### src/pdscg_pkg.sv
// ----------------------------------------------------------------------------
// pdscg_pkg
// Shared types, constants and tables for the pitch driven sine/cosine block.
// ----------------------------------------------------------------------------
package pdscg_pkg;

    localparam int PITCH_W          = 24;
    localparam int STATUS_W         = 2;
    localparam int CFG_DATA_W       = 32;
    localparam int CFG_ADDR_W       = 3;
    localparam int CORDIC_STEPS     = 24;
    localparam int GUARD_BITS       = 8;
    localparam int TURN_W           = 32;
    localparam int FIFO_DEPTH       = 2;

    localparam int DEF_PHASE_BITS      = 32;
    localparam int DEF_AMP_BITS        = 16;
    localparam int DEF_PITCH_FRAC_BITS = 8;

    localparam logic [63:0] INV_GAIN_Q30 = 64'd652032874;

    typedef enum logic [STATUS_W-1:0] {
        STATUS_OK       = 2'd0,
        STATUS_UNVOICED = 2'd1,
        STATUS_ERROR    = 2'd2
    } status_t;

    typedef struct packed {
        status_t              kind;
        logic [PITCH_W-1:0]   pitch;
    } pdscg_item_t;

    // cordic start value, round(amp * 2^guard * inv_gain / 2^30)
    function automatic logic [63:0] cordic_x0(input int amp_bits);
        logic [63:0] amp;
        amp = (64'd1 << (amp_bits - 1)) - 64'd1;
        return ((amp << GUARD_BITS) * INV_GAIN_Q30 + (64'd1 << 29)) >> 30;
    endfunction

    // arctangent of 2^-i in 2^-32 turn units
    function automatic logic [TURN_W-1:0] atan_turns(input logic [4:0] idx);
        logic [TURN_W-1:0] v;
        case (idx)
            5'd0:    v = 32'd536870912;
            5'd1:    v = 32'd316933406;
            5'd2:    v = 32'd167458907;
            5'd3:    v = 32'd85004756;
            5'd4:    v = 32'd42667331;
            5'd5:    v = 32'd21354465;
            5'd6:    v = 32'd10679838;
            5'd7:    v = 32'd5340245;
            5'd8:    v = 32'd2670163;
            5'd9:    v = 32'd1335087;
            5'd10:   v = 32'd667544;
            5'd11:   v = 32'd333772;
            5'd12:   v = 32'd166886;
            5'd13:   v = 32'd83443;
            5'd14:   v = 32'd41722;
            5'd15:   v = 32'd20861;
            5'd16:   v = 32'd10430;
            5'd17:   v = 32'd5215;
            5'd18:   v = 32'd2608;
            5'd19:   v = 32'd1304;
            5'd20:   v = 32'd652;
            5'd21:   v = 32'd326;
            5'd22:   v = 32'd163;
            5'd23:   v = 32'd81;
            default: v = 32'd0;
        endcase
        return v;
    endfunction

endpackage

### src/pdscg_front.sv
// ----------------------------------------------------------------------------
// pdscg_front
// Input acceptance, unvoiced code register and pitch classification.
// ----------------------------------------------------------------------------
module pdscg_front
    import pdscg_pkg::*;
(
    input  logic                    clk,
    input  logic                    rst_n,
    input  logic                    psel,
    input  logic                    penable,
    input  logic                    pwrite,
    input  logic [CFG_ADDR_W-1:0]   paddr,
    input  logic [CFG_DATA_W-1:0]   pwdata,
    output logic [CFG_DATA_W-1:0]   prdata,
    output logic                    pready,
    input  logic                    s_axis_tvalid,
    output logic                    s_axis_tready,
    input  logic [PITCH_W-1:0]      s_axis_tdata,   // pitch_value
    output logic                    push_valid,
    output pdscg_item_t             push_item,
    input  logic                    push_ready
);

    logic [PITCH_W-1:0] code_reg;
    logic [PITCH_W-1:0] code_next;
    logic               reg_hit;
    status_t            kind;

    assign pready  = 1'b1;
    assign reg_hit = (paddr[CFG_ADDR_W-1] == 1'b0);
    assign prdata  = reg_hit ? {{(CFG_DATA_W-PITCH_W){1'b0}}, code_reg} : '0;

    always_comb
    begin
        code_next = code_reg;
        if (psel && penable && pwrite && pready && reg_hit)
        begin
            code_next = pwdata[PITCH_W-1:0];
        end
    end

    always_ff @(posedge clk or negedge rst_n)
    begin
        if (!rst_n)
        begin
            code_reg <= '0;
        end
        else
        begin
            code_reg <= code_next;
        end
    end

    // negative check ahead of the unvoiced compare
    always_comb
    begin
        if (s_axis_tdata[PITCH_W-1])
        begin
            kind = STATUS_ERROR;
        end
        else if (s_axis_tdata == code_reg)
        begin
            kind = STATUS_UNVOICED;
        end
        else if (s_axis_tdata == '0)
        begin
            kind = STATUS_ERROR;
        end
        else
        begin
            kind = STATUS_OK;
        end
    end

    assign s_axis_tready   = push_ready;
    assign push_valid      = s_axis_tvalid;
    assign push_item.kind  = kind;
    assign push_item.pitch = s_axis_tdata;

endmodule

### src/pdscg_fifo.sv
// ----------------------------------------------------------------------------
// pdscg_fifo
// Two-entry queue of classified words between front and back.
// ----------------------------------------------------------------------------
module pdscg_fifo
    import pdscg_pkg::*;
(
    input  logic        clk,
    input  logic        rst_n,
    input  logic        push_valid,
    input  pdscg_item_t push_item,
    output logic        push_ready,
    output logic        pop_valid,
    output pdscg_item_t pop_item,
    input  logic        pop_ready
);

    localparam int PTR_W = $clog2(FIFO_DEPTH);
    localparam int CNT_W = $clog2(FIFO_DEPTH + 1);

    pdscg_item_t         mem [FIFO_DEPTH];
    logic [PTR_W-1:0]    wr_ptr_reg;
    logic [PTR_W-1:0]    rd_ptr_reg;
    logic [CNT_W-1:0]    count_reg;
    logic                do_push;
    logic                do_pop;

    assign push_ready = (count_reg != CNT_W'(FIFO_DEPTH));
    assign pop_valid  = (count_reg != '0);
    assign pop_item   = mem[rd_ptr_reg];
    assign do_push    = push_valid && push_ready;
    assign do_pop     = pop_valid && pop_ready;

    always_ff @(posedge clk)
    begin
        if (do_push)
        begin
            mem[wr_ptr_reg] <= push_item;
        end
    end

    always_ff @(posedge clk or negedge rst_n)
    begin
        if (!rst_n)
        begin
            wr_ptr_reg <= '0;
            rd_ptr_reg <= '0;
            count_reg  <= '0;
        end
        else
        begin
            if (do_push)
            begin
                wr_ptr_reg <= wr_ptr_reg + PTR_W'(1);
            end
            if (do_pop)
            begin
                rd_ptr_reg <= rd_ptr_reg + PTR_W'(1);
            end
            if (do_push && !do_pop)
            begin
                count_reg <= count_reg + CNT_W'(1);
            end
            else if (do_pop && !do_push)
            begin
                count_reg <= count_reg - CNT_W'(1);
            end
        end
    end

endmodule

### src/pdscg_back.sv
// ----------------------------------------------------------------------------
// pdscg_back
// Phase register, bit-serial phase step divider, iterative cordic and the
// output register.
// ----------------------------------------------------------------------------
module pdscg_back
    import pdscg_pkg::*;
#(
    parameter int PHASE_BITS      = DEF_PHASE_BITS,
    parameter int AMP_BITS        = DEF_AMP_BITS,
    parameter int PITCH_FRAC_BITS = DEF_PITCH_FRAC_BITS
)
(
    input  logic                    clk,
    input  logic                    rst_n,
    input  logic                    pop_valid,
    input  pdscg_item_t             pop_item,
    output logic                    pop_ready,
    output logic                    out_valid,
    input  logic                    out_ready,
    output logic [STATUS_W-1:0]     out_status,
    output logic [AMP_BITS-1:0]     out_sine,
    output logic [AMP_BITS-1:0]     out_cosine,
    output logic [PITCH_W-1:0]      out_pitch
);

    localparam int DIV_E   = PHASE_BITS + PITCH_FRAC_BITS;
    localparam int N_STEPS = (DIV_E + 1 > CORDIC_STEPS) ? DIV_E + 1 : CORDIC_STEPS;
    localparam int STEP_W  = $clog2(N_STEPS);
    localparam int CW      = AMP_BITS + GUARD_BITS + 2;
    localparam int RW      = PITCH_W + 1;
    localparam logic [CW-1:0] X0  = CW'(cordic_x0(AMP_BITS));
    localparam logic [CW-1:0] LIM = CW'((64'd1 << (AMP_BITS - 1)) - 64'd1);

    typedef enum logic [1:0] {
        B_IDLE,
        B_RUN,
        B_HOLD
    } bstate_t;

    bstate_t                    state_reg;
    logic [STEP_W-1:0]          step_reg;
    logic [PHASE_BITS-1:0]      phase_reg;
    logic [PHASE_BITS-1:0]      q_reg;
    logic [RW-1:0]              r_reg;
    logic [PITCH_W-1:0]         pitch_reg;
    logic signed [CW-1:0]       x_reg;
    logic signed [CW-1:0]       y_reg;
    logic signed [TURN_W:0]     z_reg;
    logic [1:0]                 quad_reg;
    logic                       out_valid_reg;
    logic [STATUS_W-1:0]        status_reg;
    logic [AMP_BITS-1:0]        sine_reg;
    logic [AMP_BITS-1:0]        cosine_reg;
    logic [PITCH_W-1:0]         opitch_reg;

    logic                       out_free;
    logic                       do_pop;
    logic [TURN_W-1:0]          a32;
    logic signed [CW-1:0]       dx;
    logic signed [CW-1:0]       dy;
    logic [TURN_W-1:0]          atan_v;
    logic signed [CW-1:0]       x_next;
    logic signed [CW-1:0]       y_next;
    logic signed [TURN_W:0]     z_next;
    logic [RW-1:0]              r_sh;
    logic [RW-1:0]              r_next;
    logic [PHASE_BITS-1:0]      q_next;
    logic signed [CW-1:0]       xr;
    logic signed [CW-1:0]       yr;
    logic signed [CW-1:0]       cc;
    logic signed [CW-1:0]       ss;
    logic [AMP_BITS-1:0]        c_a;
    logic [AMP_BITS-1:0]        s_a;
    logic [AMP_BITS-1:0]        sine_v;
    logic [AMP_BITS-1:0]        cosine_v;

    assign out_free  = !out_valid_reg || out_ready;
    assign pop_ready = (state_reg == B_IDLE) && out_free;
    assign do_pop    = pop_valid && pop_ready;

    // phase scaled to 32 bits of a turn
    assign a32 = TURN_W'({phase_reg, {TURN_W{1'b0}}} >> PHASE_BITS);

    // one cordic rotation
    always_comb
    begin
        dx     = y_reg >>> step_reg[4:0];
        dy     = x_reg >>> step_reg[4:0];
        atan_v = atan_turns(step_reg[4:0]);
        if (!z_reg[TURN_W])
        begin
            x_next = x_reg - dx;
            y_next = y_reg + dy;
            z_next = z_reg - $signed({1'b0, atan_v});
        end
        else
        begin
            x_next = x_reg + dx;
            y_next = y_reg - dy;
            z_next = z_reg + $signed({1'b0, atan_v});
        end
    end

    // one restoring division step, dividend is a single one at bit DIV_E
    always_comb
    begin
        r_sh   = {r_reg[RW-2:0], (step_reg == '0)};
        r_next = r_sh;
        q_next = {q_reg[PHASE_BITS-2:0], 1'b0};
        if (r_sh >= {1'b0, pitch_reg})
        begin
            r_next = r_sh - {1'b0, pitch_reg};
            q_next = {q_reg[PHASE_BITS-2:0], 1'b1};
        end
    end

    // round, saturate and fold into the quadrant
    always_comb
    begin
        xr = (x_reg + CW'(1 << (GUARD_BITS - 1))) >>> GUARD_BITS;
        yr = (y_reg + CW'(1 << (GUARD_BITS - 1))) >>> GUARD_BITS;
        cc = xr;
        ss = yr;
        if (xr > $signed(LIM))
        begin
            cc = LIM;
        end
        else if (xr < -$signed(LIM))
        begin
            cc = -LIM;
        end
        if (yr > $signed(LIM))
        begin
            ss = LIM;
        end
        else if (yr < -$signed(LIM))
        begin
            ss = -LIM;
        end
        c_a = cc[AMP_BITS-1:0];
        s_a = ss[AMP_BITS-1:0];
        case (quad_reg)
            2'd0:
            begin
                sine_v   = s_a;
                cosine_v = c_a;
            end
            2'd1:
            begin
                sine_v   = c_a;
                cosine_v = -s_a;
            end
            2'd2:
            begin
                sine_v   = -s_a;
                cosine_v = -c_a;
            end
            default:
            begin
                sine_v   = -c_a;
                cosine_v = s_a;
            end
        endcase
    end

    always_ff @(posedge clk or negedge rst_n)
    begin
        if (!rst_n)
        begin
            state_reg     <= B_IDLE;
            step_reg      <= '0;
            phase_reg     <= '0;
            out_valid_reg <= 1'b0;
        end
        else
        begin
            if (out_valid_reg && out_ready)
            begin
                out_valid_reg <= 1'b0;
            end
            case (state_reg)
                B_IDLE:
                begin
                    if (do_pop)
                    begin
                        pitch_reg <= pop_item.pitch;
                        if (pop_item.kind == STATUS_OK)
                        begin
                            x_reg     <= X0;
                            y_reg     <= '0;
                            z_reg     <= $signed({3'b000, a32[TURN_W-3:0]});
                            quad_reg  <= a32[TURN_W-1:TURN_W-2];
                            r_reg     <= '0;
                            q_reg     <= '0;
                            step_reg  <= '0;
                            state_reg <= B_RUN;
                        end
                        else
                        begin
                            status_reg    <= pop_item.kind;
                            sine_reg      <= '0;
                            cosine_reg    <= '0;
                            opitch_reg    <= pop_item.pitch;
                            out_valid_reg <= 1'b1;
                            if (pop_item.kind == STATUS_UNVOICED)
                            begin
                                phase_reg <= '0;
                            end
                        end
                    end
                end
                B_RUN:
                begin
                    if (32'(step_reg) < CORDIC_STEPS)
                    begin
                        x_reg <= x_next;
                        y_reg <= y_next;
                        z_reg <= z_next;
                    end
                    if (32'(step_reg) < DIV_E + 1)
                    begin
                        r_reg <= r_next;
                        q_reg <= q_next;
                    end
                    step_reg <= step_reg + STEP_W'(1);
                    if (step_reg == STEP_W'(N_STEPS - 1))
                    begin
                        state_reg <= B_HOLD;
                    end
                end
                B_HOLD:
                begin
                    if (out_free)
                    begin
                        status_reg    <= STATUS_OK;
                        sine_reg      <= sine_v;
                        cosine_reg    <= cosine_v;
                        opitch_reg    <= pitch_reg;
                        phase_reg     <= phase_reg + q_reg;
                        out_valid_reg <= 1'b1;
                        state_reg     <= B_IDLE;
                    end
                end
                default:
                begin
                    state_reg <= B_IDLE;
                end
            endcase
        end
    end

    assign out_valid  = out_valid_reg;
    assign out_status = status_reg;
    assign out_sine   = sine_reg;
    assign out_cosine = cosine_reg;
    assign out_pitch  = opitch_reg;

    a_zero_amp: assert property (@(posedge clk) disable iff (!rst_n)
        (state_reg == B_IDLE && do_pop && pop_item.kind != STATUS_OK)
        |=> (sine_reg == '0 && cosine_reg == '0))
        else $error("nonzero amplitude on unvoiced or error word");

    a_unv_phase: assert property (@(posedge clk) disable iff (!rst_n)
        (state_reg == B_IDLE && do_pop && pop_item.kind == STATUS_UNVOICED)
        |=> (phase_reg == '0))
        else $error("phase not cleared on unvoiced word");

    a_err_phase: assert property (@(posedge clk) disable iff (!rst_n)
        (state_reg == B_IDLE && do_pop && pop_item.kind == STATUS_ERROR)
        |=> $stable(phase_reg))
        else $error("phase moved on error word");

    a_no_pop_busy: assert property (@(posedge clk) disable iff (!rst_n)
        (state_reg != B_IDLE) |-> !pop_ready)
        else $error("queue popped while back end busy");

endmodule

### src/pitch_driven_sine_cosine_generator_top.sv
// ----------------------------------------------------------------------------
// pitch_driven_sine_cosine_generator_top
// Quadrature oscillator stepped by one pitch period per input word.
//
// s_axis carries one pitch word (Q15.8); m_axis returns one result word per
// input word, in order: status, sine, cosine and the echoed pitch.
// The APB port holds the unvoiced code register at address 0 (reset 0).
// A voiced word is popped from the queue, then the engine runs the bit-serial
// phase step divider and the cordic iterations side by side, for the longer
// of the two, and loads the output register once it is free. The engine
// takes no new word until that result is in the output register; at the
// defaults the divider is the longer and sets the time a word takes.
// Unvoiced and error words go from the queue straight to the output
// register and do not touch the divider.
// A two-word queue sits between the classifier and the compute engine, so
// input words keep being taken while the engine runs or a result waits.
// When m_axis_tready is low the result holds in the output register, the
// engine finishes its current word and waits, then the queue fills and
// s_axis_tready drops.
// Reset clears the phase, the queue and the output valid.
// ----------------------------------------------------------------------------
module pitch_driven_sine_cosine_generator_top
    import pdscg_pkg::*;
#(
    parameter int PHASE_BITS      = DEF_PHASE_BITS,
    parameter int AMP_BITS        = DEF_AMP_BITS,
    parameter int PITCH_FRAC_BITS = DEF_PITCH_FRAC_BITS,
    parameter int OUT_W           = ((STATUS_W + 2 * AMP_BITS + PITCH_W + 7) / 8) * 8
)
(
    input  logic                    clk,
    input  logic                    rst_n,
    input  logic                    psel,
    input  logic                    penable,
    input  logic                    pwrite,
    input  logic [CFG_ADDR_W-1:0]   paddr,
    input  logic [CFG_DATA_W-1:0]   pwdata,
    output logic [CFG_DATA_W-1:0]   prdata,
    output logic                    pready,
    input  logic                    s_axis_tvalid,
    output logic                    s_axis_tready,
    input  logic [PITCH_W-1:0]      s_axis_tdata,   // pitch_value
    output logic                    m_axis_tvalid,
    input  logic                    m_axis_tready,
    output logic [OUT_W-1:0]        m_axis_tdata    // status, sine, cosine, pitch_echo
);

    localparam int USED_W = STATUS_W + 2 * AMP_BITS + PITCH_W;

    logic                   push_valid;
    pdscg_item_t            push_item;
    logic                   push_ready;
    logic                   pop_valid;
    pdscg_item_t            pop_item;
    logic                   pop_ready;
    logic [STATUS_W-1:0]    out_status;
    logic [AMP_BITS-1:0]    out_sine;
    logic [AMP_BITS-1:0]    out_cosine;
    logic [PITCH_W-1:0]     out_pitch;

    pdscg_front u_front (
        .clk           (clk),
        .rst_n         (rst_n),
        .psel          (psel),
        .penable       (penable),
        .pwrite        (pwrite),
        .paddr         (paddr),
        .pwdata        (pwdata),
        .prdata        (prdata),
        .pready        (pready),
        .s_axis_tvalid (s_axis_tvalid),
        .s_axis_tready (s_axis_tready),
        .s_axis_tdata  (s_axis_tdata),
        .push_valid    (push_valid),
        .push_item     (push_item),
        .push_ready    (push_ready)
    );

    pdscg_fifo u_fifo (
        .clk        (clk),
        .rst_n      (rst_n),
        .push_valid (push_valid),
        .push_item  (push_item),
        .push_ready (push_ready),
        .pop_valid  (pop_valid),
        .pop_item   (pop_item),
        .pop_ready  (pop_ready)
    );

    pdscg_back #(
        .PHASE_BITS      (PHASE_BITS),
        .AMP_BITS        (AMP_BITS),
        .PITCH_FRAC_BITS (PITCH_FRAC_BITS)
    ) u_back (
        .clk        (clk),
        .rst_n      (rst_n),
        .pop_valid  (pop_valid),
        .pop_item   (pop_item),
        .pop_ready  (pop_ready),
        .out_valid  (m_axis_tvalid),
        .out_ready  (m_axis_tready),
        .out_status (out_status),
        .out_sine   (out_sine),
        .out_cosine (out_cosine),
        .out_pitch  (out_pitch)
    );

    assign m_axis_tdata = OUT_W'({out_pitch, out_cosine, out_sine, out_status});

    a_width: assert property (@(posedge clk) OUT_W >= USED_W)
        else $error("output word too narrow");

endmodule
### config.mk
export PLATFORM = sky130hd
export DESIGN_NAME = pitch_driven_sine_cosine_generator_top
export DESIGN_NICKNAME = d
export VERILOG_FILES = /design/src/pdscg_pkg.sv /design/src/pdscg_front.sv /design/src/pdscg_fifo.sv /design/src/pdscg_back.sv /design/src/pitch_driven_sine_cosine_generator_top.sv
export SDC_FILE = /design/constraint.sdc
export NUM_CORES = 1
export LEC_CHECK = 0
export BUFFER_PORTS_ARGS = -buffer_cell sky130_fd_sc_hd__buf_2
export CAP_MARGIN = 10
export CORE_ASPECT_RATIO = 0.6
export CORE_UTILIZATION = 35
export DETAILED_ROUTE_END_ITERATION = 6
export GPL_ROUTABILITY_DRIVEN = 0
export PLACE_DENSITY = 0.6
export SYNTH_ARGS = -nofsm -noshare
export SYNTH_HDL_FRONTEND = slang
export SYNTH_HIERARCHICAL = 1
export SYNTH_SLANG_ARGS = --single-unit
### constraint.sdc
create_clock -name clk -period 8 [get_ports clk]
set_input_delay 0.4 -clock clk [delete_from_list [all_inputs] [get_ports clk]]
set_output_delay 0.4 -clock clk [all_outputs]
set_load 0.01 [all_outputs]
==> out/qor.log, run 1 <==
INFO  status         outcome=finished, final reports clean
INFO  placement      placement.io_buffers=139
INFO  drt            num_vias=23,700
INFO  grt            pin_count_of_the_biggest_net_entering_global_routing=82
INFO  logic_synthesis fraction_of_the_mapped_netlist_area_in_simple_logic_gates=0.166
INFO  logic_synthesis synth_top_family_by_area=compound AO/OA/AOI/OAI gates
INFO  min_path       worst_hold_path_type=input pin to flip-flop
INFO  logic_synthesis muxShareOfSynthArea=0.105
INFO  critical_path  timing_worst_setup_path_type=flip-flop to flip-flop
INFO  min_path       hold-path-cell-count=2
INFO  critical_path  worst_r2r_path_depth=21
INFO  drt            wire_per_inst=19.8um
INFO  floorplan      die_width=372um
INFO  sta            fin_worst_hold_slack=0.0367ns
INFO  critical_path  crit_chain=inv_1 -> ha_1 -> nand2_1 -> a21oi_1 -> a21oi_1 -> nand2_1 -> or2_2 -> nor3_1 -> a21o_1 -> xnor2_1 -> ha_1 -> a21oi_1 -> o21ai_0 -> nor4_1 -> a211oi_1 -> a211o_1 -> a211o_1 -> a31oi_1 -> o21ai_0 -> xnor2_1 -> nor2_1
INFO  cells_and_area antenna-diode-count=0
INFO  cells_and_area post_route_cells_drive_above_1_share=0.136
INFO  sta            slew_limit_fails=0
INFO  logic_synthesis synth_edf_count=277
INFO  cts            clk_pin_slew_worst_paths=0.07ns
INFO  sta            setup-violations-final=0
INFO  cts            cts_hold_buf=1
INFO  grt            gr-usage-all-layers=0.193
INFO  cells_and_area post-route-cell-area=31,300um^2
INFO  sta            clock_skew=0.0311ns
INFO  floorplan      starting_density_of_the_core=0.353
INFO  min_path       worstHoldStart=pwdata[6]
INFO  sta            fmax=151MHz
INFO  floorplan      std_cell_rows=81
INFO  floorplan      core_region_area=81,500um^2
INFO  cts            post_cts_buffers=0
INFO  critical_path  critical_path.max_fanout=39
INFO  cts            clk-insertion-delay-late=0.59ns
INFO  grt            wire_length_of_the_first_global_routing_pass=126,000um
INFO  floorplan      die-height=224um
INFO  logic_synthesis synthArstFlopShare=0.199
INFO  cells_and_area fin_nets=3,276
INFO  floorplan      die_area=83,400um^2
INFO  logic_synthesis synth_xor_area_frac=0.0745
INFO  min_path       min_to=u_front/code_reg[6]$_DFFE_PN0P_
INFO  logic_synthesis syn-mean-instance-area=9.47um^2
INFO  cts            htree_num_levels=2
INFO  grt            overflow=0
INFO  critical_path  critPathMaxStageDelay=0.77ns
INFO  sta            grt_setup_unrepaired=no
INFO  placement      placedInstanceArea=30,000um^2
INFO  sta            slew_limit_headroom=0.122
INFO  sta            post-route-period-util=0.831
INFO  cts            cts.sink_count=346
INFO  grt            first_global_vias=21,000
INFO  cts            cts.root.buffer_cell=sky130_fd_sc_hd__clkbuf_16
INFO  sta            post-route-min-period=6.64ns
INFO  logic_synthesis postSynthCellCount=3,040
INFO  critical_path  crit-reg2reg-launch=u_back/step_reg[0]$_DFFE_PN0P_
INFO  cells_and_area largest_register_ff_count=52
INFO  drt            antenna_violating_nets_post_route=0
INFO  critical_path  critPathCaptureType=flip-flop
INFO  cells_and_area instances_no_fill=4,160
INFO  floorplan      ioPinCount=165
INFO  placement      hpwlAfterDp=61,200um
INFO  logic_synthesis ys_types=116
INFO  flow_run       cap_viol_max_count=0
INFO  logic_synthesis cell_area_after_technology_mapping=28,800um^2
INFO  critical_path  slowest_stage=sky130_fd_sc_hd__dfrtp_4
INFO  critical_path  worstPathRequired=8.33ns
INFO  logic_synthesis postSynthRegisterBits=346
INFO  cts            cts_made_buffers=38
INFO  logic_synthesis synth_compound_gate_area_share=0.183
INFO  logic_synthesis synthAdderAreaFrac=0.0704
INFO  cts            cts-resized-gates=0
INFO  drt            first_pass_iters=6
INFO  drt            remaining_drc_errors=0
INFO  logic_synthesis ys_seq_area_frac=0.349
INFO  drt            vias_per_cell=5.70
INFO  grt            grt_antenna_before_repair=2
INFO  logic_synthesis synth_top_flop_cell=sky130_fd_sc_hd__edfxtp_1
INFO  cts            cts_tree=yes
INFO  drt            drt_wl_total=82,600um
INFO  cells_and_area area.growth.synth_to_final=8.62%
INFO  logic_synthesis warnings_synthesis=6
INFO  critical_path  regToRegEndpoint=u_back/z_reg[30]$_SDFFCE_PN0P_
INFO  sta            tns=0ns
INFO  drt            dr.first_iter.drc_count=2,933
INFO  sta            finalHoldViolations=0
INFO  cts            ctsLongestPathBuffers=3
INFO  sta            slew_at_the_pin_with_the_worst_max_slew_slack=1.31ns
INFO  placement      dpl_cells=4,089
INFO  critical_path  critical_path.most_common_cell=sky130_fd_sc_hd__a21oi_1
INFO  critical_path  setup_slack_reg_to_reg=1.36ns
INFO  critical_path  critical_path_arrival=6.97ns
INFO  critical_path  worstSetupStartpointType=flip-flop
[cells in the mapped netlist, drive strengths merged (36+ instances only)]
master    n  area share
inv      85       0.011
clkbuf   99       0.013
nor2b    42      0.0091
dfrtp    69       0.060
ha      154       0.067
nand3    61       0.011
a21o     62       0.016
a21oi   188       0.033
o21ai   232       0.041
mux4     62       0.050
xor2    100       0.030
edfxtp  277        0.29
mux2     69       0.032
a31oi    42      0.0091
nor2    266       0.035
xnor2   145       0.044
buf     115       0.027
mux2i    66       0.023
nand2   280       0.037
a211oi   36      0.0094
nor3     59       0.011
and2     60       0.013
[cell type report]
| class | instances | area [um^2] |
|---|---|---|
| Timing Repair Buffer | 173 | 956 |
| Tap cell | 1079 | 1350 |
| Sequential cell | 346 | 10100 |
| Multi-Input combinational cell | 2404 | 17400 |
| Clock buffer | 51 | 1020 |
| Inverter | 88 | 330 |
| Clock inverter | 19 | 209 |
| Fill cell | 8120 | 50200 |
[worst max-delay path, delay by kind of cell (launching register included)]
kind                     cells  cell delay [ns]
flip-flops                   1             0.77
buffers and inverters        1             0.30
XOR/XNOR                     2             0.45
AO/OA/AOI/OAI               10             2.76
AND/OR/NAND/NOR              6             1.36
adder cells (fa/ha/maj)      2             0.71
[cell families (layout without fill, tap and decap cells)]
group                      count (synthesis)  in the layout
xor gates and xnor gates                 245            245
and+or+nand+nor                          971            971
AOI/OAI and AO/OA                        817            817
muxes                                    197            197
adders and majority gates                159            159
DFF                                      346            346
other                                      3             15
buffers and inverters                    302            331
[worst max-delay path by stage]
stage	startpoint	endpoint	slack (ns)	depth (start not counted)
6_report	u_back/step_reg[0]$_DFFE_PN0P_	u_back/z_reg[30]$_SDFFCE_PN0P_	1.36	21
5_1_grt	u_back/step_reg[0]$_DFFE_PN0P_	u_back/y_reg[23]$_SDFFCE_PN0P_	1.0	19
4_1_cts	u_back/step_reg[0]$_DFFE_PN0P_	u_back/z_reg[30]$_SDFFCE_PN0P_	1.51	21
3_5_place_dp	u_back/step_reg[0]$_DFFE_PN0P_	u_back/y_reg[24]$_SDFFCE_PN0P_	1.57	19
3_3_place_gp	u_back/step_reg[0]$_DFFE_PN0P_	u_back/y_reg[23]$_SDFFCE_PN0P_	1.60	19
2_1_floorplan	u_fifo/rd_ptr_reg$_DFFE_PN0P_	u_back/out_cosine[0]$_SDFFCE_PN0P_	2.43	6
[routing by layer]
metal,share of wire,vias to the layer above,global-route usage
li1,-,11300,-
met5,0.00081,-,0.00583
met3,0.12,70,0.0630
met1,0.53,11300,0.325
met2,0.35,1058,0.225
met4,0.0094,2,0.0270
[cell usage in the layout (no fill, tap or decap), types with 18 or more instances in the layout]
cell type,n
sky130_fd_sc_hd__and3_1,26
sky130_fd_sc_hd__nand3_1,58
sky130_fd_sc_hd__nor3_1,55
sky130_fd_sc_hd__o211ai_1,29
sky130_fd_sc_hd__a21oi_1,187
sky130_fd_sc_hd__edfxtp_1,277
sky130_fd_sc_hd__buf_4,34
sky130_fd_sc_hd__or3_1,18
sky130_fd_sc_hd__mux2_4,39
sky130_fd_sc_hd__buf_2,138
sky130_fd_sc_hd__ha_1,154
sky130_fd_sc_hd__mux4_2,52
sky130_fd_sc_hd__inv_1,85
sky130_fd_sc_hd__nand4_1,31
sky130_fd_sc_hd__mux2_2,30
sky130_fd_sc_hd__nand2_1,278
sky130_fd_sc_hd__clkbuf_16,38
sky130_fd_sc_hd__or2_2,20
sky130_fd_sc_hd__nor2b_1,41
sky130_fd_sc_hd__o21a_1,23
sky130_fd_sc_hd__o22ai_1,24
sky130_fd_sc_hd__o31ai_1,22
sky130_fd_sc_hd__xnor2_1,145
sky130_fd_sc_hd__dfrtp_1,65
sky130_fd_sc_hd__nor2_1,264
sky130_fd_sc_hd__o21ai_0,223
sky130_fd_sc_hd__xor2_1,100
sky130_fd_sc_hd__o21bai_1,18
sky130_fd_sc_hd__a31oi_1,41
sky130_fd_sc_hd__nand2b_1,32
sky130_fd_sc_hd__a21o_1,62
sky130_fd_sc_hd__mux2i_1,66
sky130_fd_sc_hd__a211oi_1,36
sky130_fd_sc_hd__and2_1,58
[metrics by stage]
| stage | util | setup WS (ns) |
|---|---|---|
| global placement | 0.369 | 1.60 |
| global route | 0.384 | 0.999 |
| floorplan | - | 2.43 |
| CTS | 0.384 | 1.51 |
| finish | 0.384 | 1.36 |
| detailed placement | 0.369 | 1.57 |
Power of run 1 is not shown: default switching activity piles up to over one toggle a cycle in this logic, so the estimate is an artifact.
==> inputs of run 2 (changes only) <==
- clock period: 8 -> 6.4 ns (I/O delays scaled with it)
==> run 2 against run 1 <==
Worst hold slack improved by 0.0093 ns; cell count increased by 2.1%; critical path type unchanged; critical endpoint is now u_back/z_reg[32]$_SDFFCE_PN0P_; highest routed layer is now met4; non-clock buffer count increased by 89; die area unchanged; critical path depth unchanged; via count increased by 1.8%; flip-flop and latch count unchanged.
==> out/qor.log, run 2 (synthesized netlist as in run 1, its figures left out) <==
INFO  grt            overflow=0 [unchanged]
INFO  placement      dp_worst_setup_slack=0.450ns [was 1.57 ns]
INFO  cts            clk_pin_slew_worst_paths=0.07ns [about the same]
INFO  cells_and_area most-common-layout-cells=sky130_fd_sc_hd__nand2_1 (278), sky130_fd_sc_hd__edfxtp_1 (277), sky130_fd_sc_hd__nor2_1 (264), sky130_fd_sc_hd__o21ai_0 (223), sky130_fd_sc_hd__a21oi_1 (187) [unchanged]
INFO  flow_run       cap_viol_max_count=0 [unchanged]
INFO  floorplan      ioPinCount=165 [unchanged]
INFO  cells_and_area largest_register_ff_count=52 [unchanged]
INFO  cts            ctsLongestPathBuffers=3 [unchanged]
INFO  sta            slew_at_the_pin_with_the_worst_max_slew_slack=1.35ns [was 1.31 ns]
INFO  critical_path  crit_chain=inv_1 -> ha_1 -> a21oi_1 -> a211oi_1 -> a21oi_1 -> buf_4 -> nand2_1 -> or2_2 -> nor3_2 -> a21oi_1 -> xnor2_1 -> ha_1 -> a211o_1 -> nor4_1 -> a211oi_1 -> a211o_1 -> a211o_1 -> a31oi_1 -> o21a_1 -> o221ai_1 -> o31ai_1 [was inv_1 -> ha_1 -> nand2_1 -> a21oi_1 -> a21oi_1 -> nand2_1 -> or2_2 -> nor3_1 -> a21o_1 -> xnor2_1 -> ha_1 -> a21oi_1 -> o21ai_0 -> nor4_1 -> a211oi_1 -> a211o_1 -> a211o_1 -> a31oi_1 -> o21ai_0 -> xnor2_1 -> nor2_1]
INFO  cts            cts.sink_count=346 [unchanged]
INFO  critical_path  critical_path.max_fanout=15 [was 39]
INFO  grt            first_global_vias=21,900 [was 21,000]
INFO  floorplan      starting_density_of_the_core=0.353 [unchanged]
INFO  sta            final_critical_path_setup_slack=0.267ns [was 1.36 ns]
INFO  critical_path  timing_worst_setup_path_type=flip-flop to flip-flop [unchanged]
INFO  floorplan      die_width=372um [unchanged]
INFO  cells_and_area post_route_cells_drive_above_1_share=0.149 [was 0.136]
INFO  sta            slew_limit_headroom=0.0965 [was 0.122]
INFO  sta            fmax=163MHz [was 151 MHz]
INFO  critical_path  slowest_stage=sky130_fd_sc_hd__dfrtp_2 [was sky130_fd_sc_hd__dfrtp_4]
INFO  drt            vias_per_cell=5.68 [was 5.70]
INFO  cts            cts_tree=yes [unchanged]
INFO  cells_and_area final.fill_count=8,095 [was 8,120]
INFO  drt            first_pass_iters=6 [unchanged]
INFO  cells_and_area antenna-diode-count=0 [unchanged]
INFO  placement      hpwlAfterDp=63,600um [was 61,200 um]
INFO  drt            remaining_drc_errors=0 [unchanged]
INFO  sta            finalHoldViolations=0 [unchanged]
INFO  drt            wire_per_inst=20.2um [was 19.8 um]
INFO  critical_path  critical_path_arrival=6.41ns [was 6.97 ns]
INFO  cts            clk-insertion-delay-late=0.59ns [about the same]
INFO  sta            clock_skew=0.0314ns [was 0.0311 ns]
INFO  critical_path  critPathMaxStageDelay=0.54ns [was 0.77 ns]
INFO  sta            slew_limit_fails=0 [unchanged]
INFO  drt            antenna_violating_nets_post_route=0 [unchanged]
INFO  cts            cts.root.buffer_cell=sky130_fd_sc_hd__clkbuf_16 [unchanged]
INFO  sta            tns=0ns [unchanged]
INFO  drt            num_vias=24,100 [was 23,700]
INFO  placement      placement.io_buffers=139 [unchanged]
INFO  grt            grt_antenna_before_repair=1 [was 2]
INFO  critical_path  worstSetupStartpointType=flip-flop [unchanged]
INFO  min_path       worst_hold_path_type=input pin to flip-flop [unchanged]
INFO  grt            gr-usage-all-layers=0.202 [was 0.193]
INFO  floorplan      die-height=224um [unchanged]
INFO  cells_and_area area.growth.synth_to_final=11.7% [was 8.62%]
INFO  floorplan      core_region_area=81,500um^2 [unchanged]
INFO  cells_and_area fin_nets=3,364 [was 3,276]
INFO  drt            dr.first_iter.drc_count=2,895 [was 2,933]
INFO  critical_path  critPathCaptureType=flip-flop [unchanged]
INFO  grt            pin_count_of_the_biggest_net_entering_global_routing=83 [was 82]
INFO  critical_path  cp_top_family=compound AO/OA/AOI/OAI gates [unchanged]
INFO  critical_path  worstPathRequired=6.68ns [was 8.33 ns]
INFO  status         outcome=finished, final reports clean [unchanged]
INFO  critical_path  timing.critical_path.buf_inv=2 [was 1]
INFO  cts            htree_num_levels=2 [unchanged]
INFO  sta            post-route-period-util=0.958 [was 0.831]
INFO  grt            wire_length_of_the_first_global_routing_pass=132,000um [was 126,000 um]
INFO  drt            drt_wl_total=85,700um [was 82,600 um]
INFO  cells_and_area layout.cells.most_common=sky130_fd_sc_hd__nand2_1 [unchanged]
INFO  sta            post-route-min-period=6.13ns [was 6.64 ns]
INFO  floorplan      die_area=83,400um^2 [unchanged]
INFO  cells_and_area seqCellArea=10,100um^2 [unchanged]
INFO  cells_and_area multi_input_comb_area=17,400um^2 [about the same]
INFO  cts            post_cts_buffers=0 [unchanged]
INFO  sta            setup-violations-final=0 [unchanged]
INFO  sta            grt_setup_unrepaired=no [unchanged]
INFO  floorplan      std_cell_rows=81 [unchanged]
INFO  cts            cts_made_buffers=37 [was 38]
-- run 2: cell types whose count changed in the layout (fill, tap and decap cells not counted), moves of 2 or more --
| cell | before | now |
|---|---|---|
| sky130_fd_sc_hd__clkinv_4 | 4 | 2 |
| sky130_fd_sc_hd__clkbuf_8 | 2 | 0 |
| sky130_fd_sc_hd__bufinv_16 | 2 | 6 |
| sky130_fd_sc_hd__clkinvlp_4 | 1 | 4 |
| sky130_fd_sc_hd__clkbuf_1 | 11 | 7 |
| sky130_fd_sc_hd__buf_12 | 0 | 2 |
| sky130_fd_sc_hd__dlygate4sd3_1 | 1 | 43 |
| sky130_fd_sc_hd__buf_4 | 34 | 78 |
-- run 2: metal layers --
| layer | routed length [um] | vias to the layer above | global-route usage |
|---|---|---|---|
| li1 | - | 11500 | - |
| met1 | 45100 | 11500 | 0.346 |
| met2 | 29500 | 1132 | 0.236 |
| met3 | 10400 | 75 | 0.0590 |
| met4 | 780 | 0 | 0.0260 |
| met5 | 0 | - | 0 |
-- run 2: stage by stage --
| stage | cell area, um^2 | utilization | hold slack [ns] | std cells |
|---|---|---|---|---|
| after floorplan | 28800 | - | 0.0244 | 3052 |
| after global placement | 30400 | 0.373 | 0.268 | 4136 |
| after detailed placement | 30400 | 0.373 | 0.268 | 4136 |
| after CTS | 32100 | 0.394 | 0.000712 | 4247 |
| after global routing | 32100 | 0.394 | 0.0111 | 4247 |
| final | 32100 | 0.394 | 0.0460 | 4247 |
-- run 2: worst paths after layout --
| check | cells after the start | startpoint | slack, ns | end |
|---|---|---|---|---|
| worst max-delay path | 21 | u_back/step_reg[2]$_DFFE_PN0P_ | 0.27 | u_back/z_reg[32]$_SDFFCE_PN0P_ |
| worst min-delay path | 1 | s_axis_tdata[11] | 0.05 | u_fifo/mem[1][11]$_DFFE_PP_ |
| worst max register to register | 21 | u_back/step_reg[2]$_DFFE_PN0P_ | 0.27 | u_back/z_reg[32]$_SDFFCE_PN0P_ |
| worst min register to register | 0 | u_back/a32[31]$_DFFE_PN0P_ | 0.45 | u_back/quad_reg[1]$_DFFE_PP_ |
| max in group asynchronous | 3 | rst_n | 4.97 | u_back/step_reg[0]$_DFFE_PN0P_ |
| min in group asynchronous | 2 | rst_n | 0.23 | u_back/a32[6]$_DFFE_PN0P_ |
-- run 2: area by class of cell --
class,count,area share
multi-input cells,2404,0.540
inverters,88,0.0103
well taps,1079,0.0420
clock inverters,24,0.0104
flip-flops and latches,346,0.313
clock buffers,44,0.0296
repair buffers,262,0.0547
-- run 2: timing repair --
action | CTS | global route
hold buffers | 43 | 0
gates resized for setup | 0 | 3
hold endpoints to repair | 80 | 0
endpoints found under the setup margin | 0 | 3
Power of run 2 is left out for the same reason.
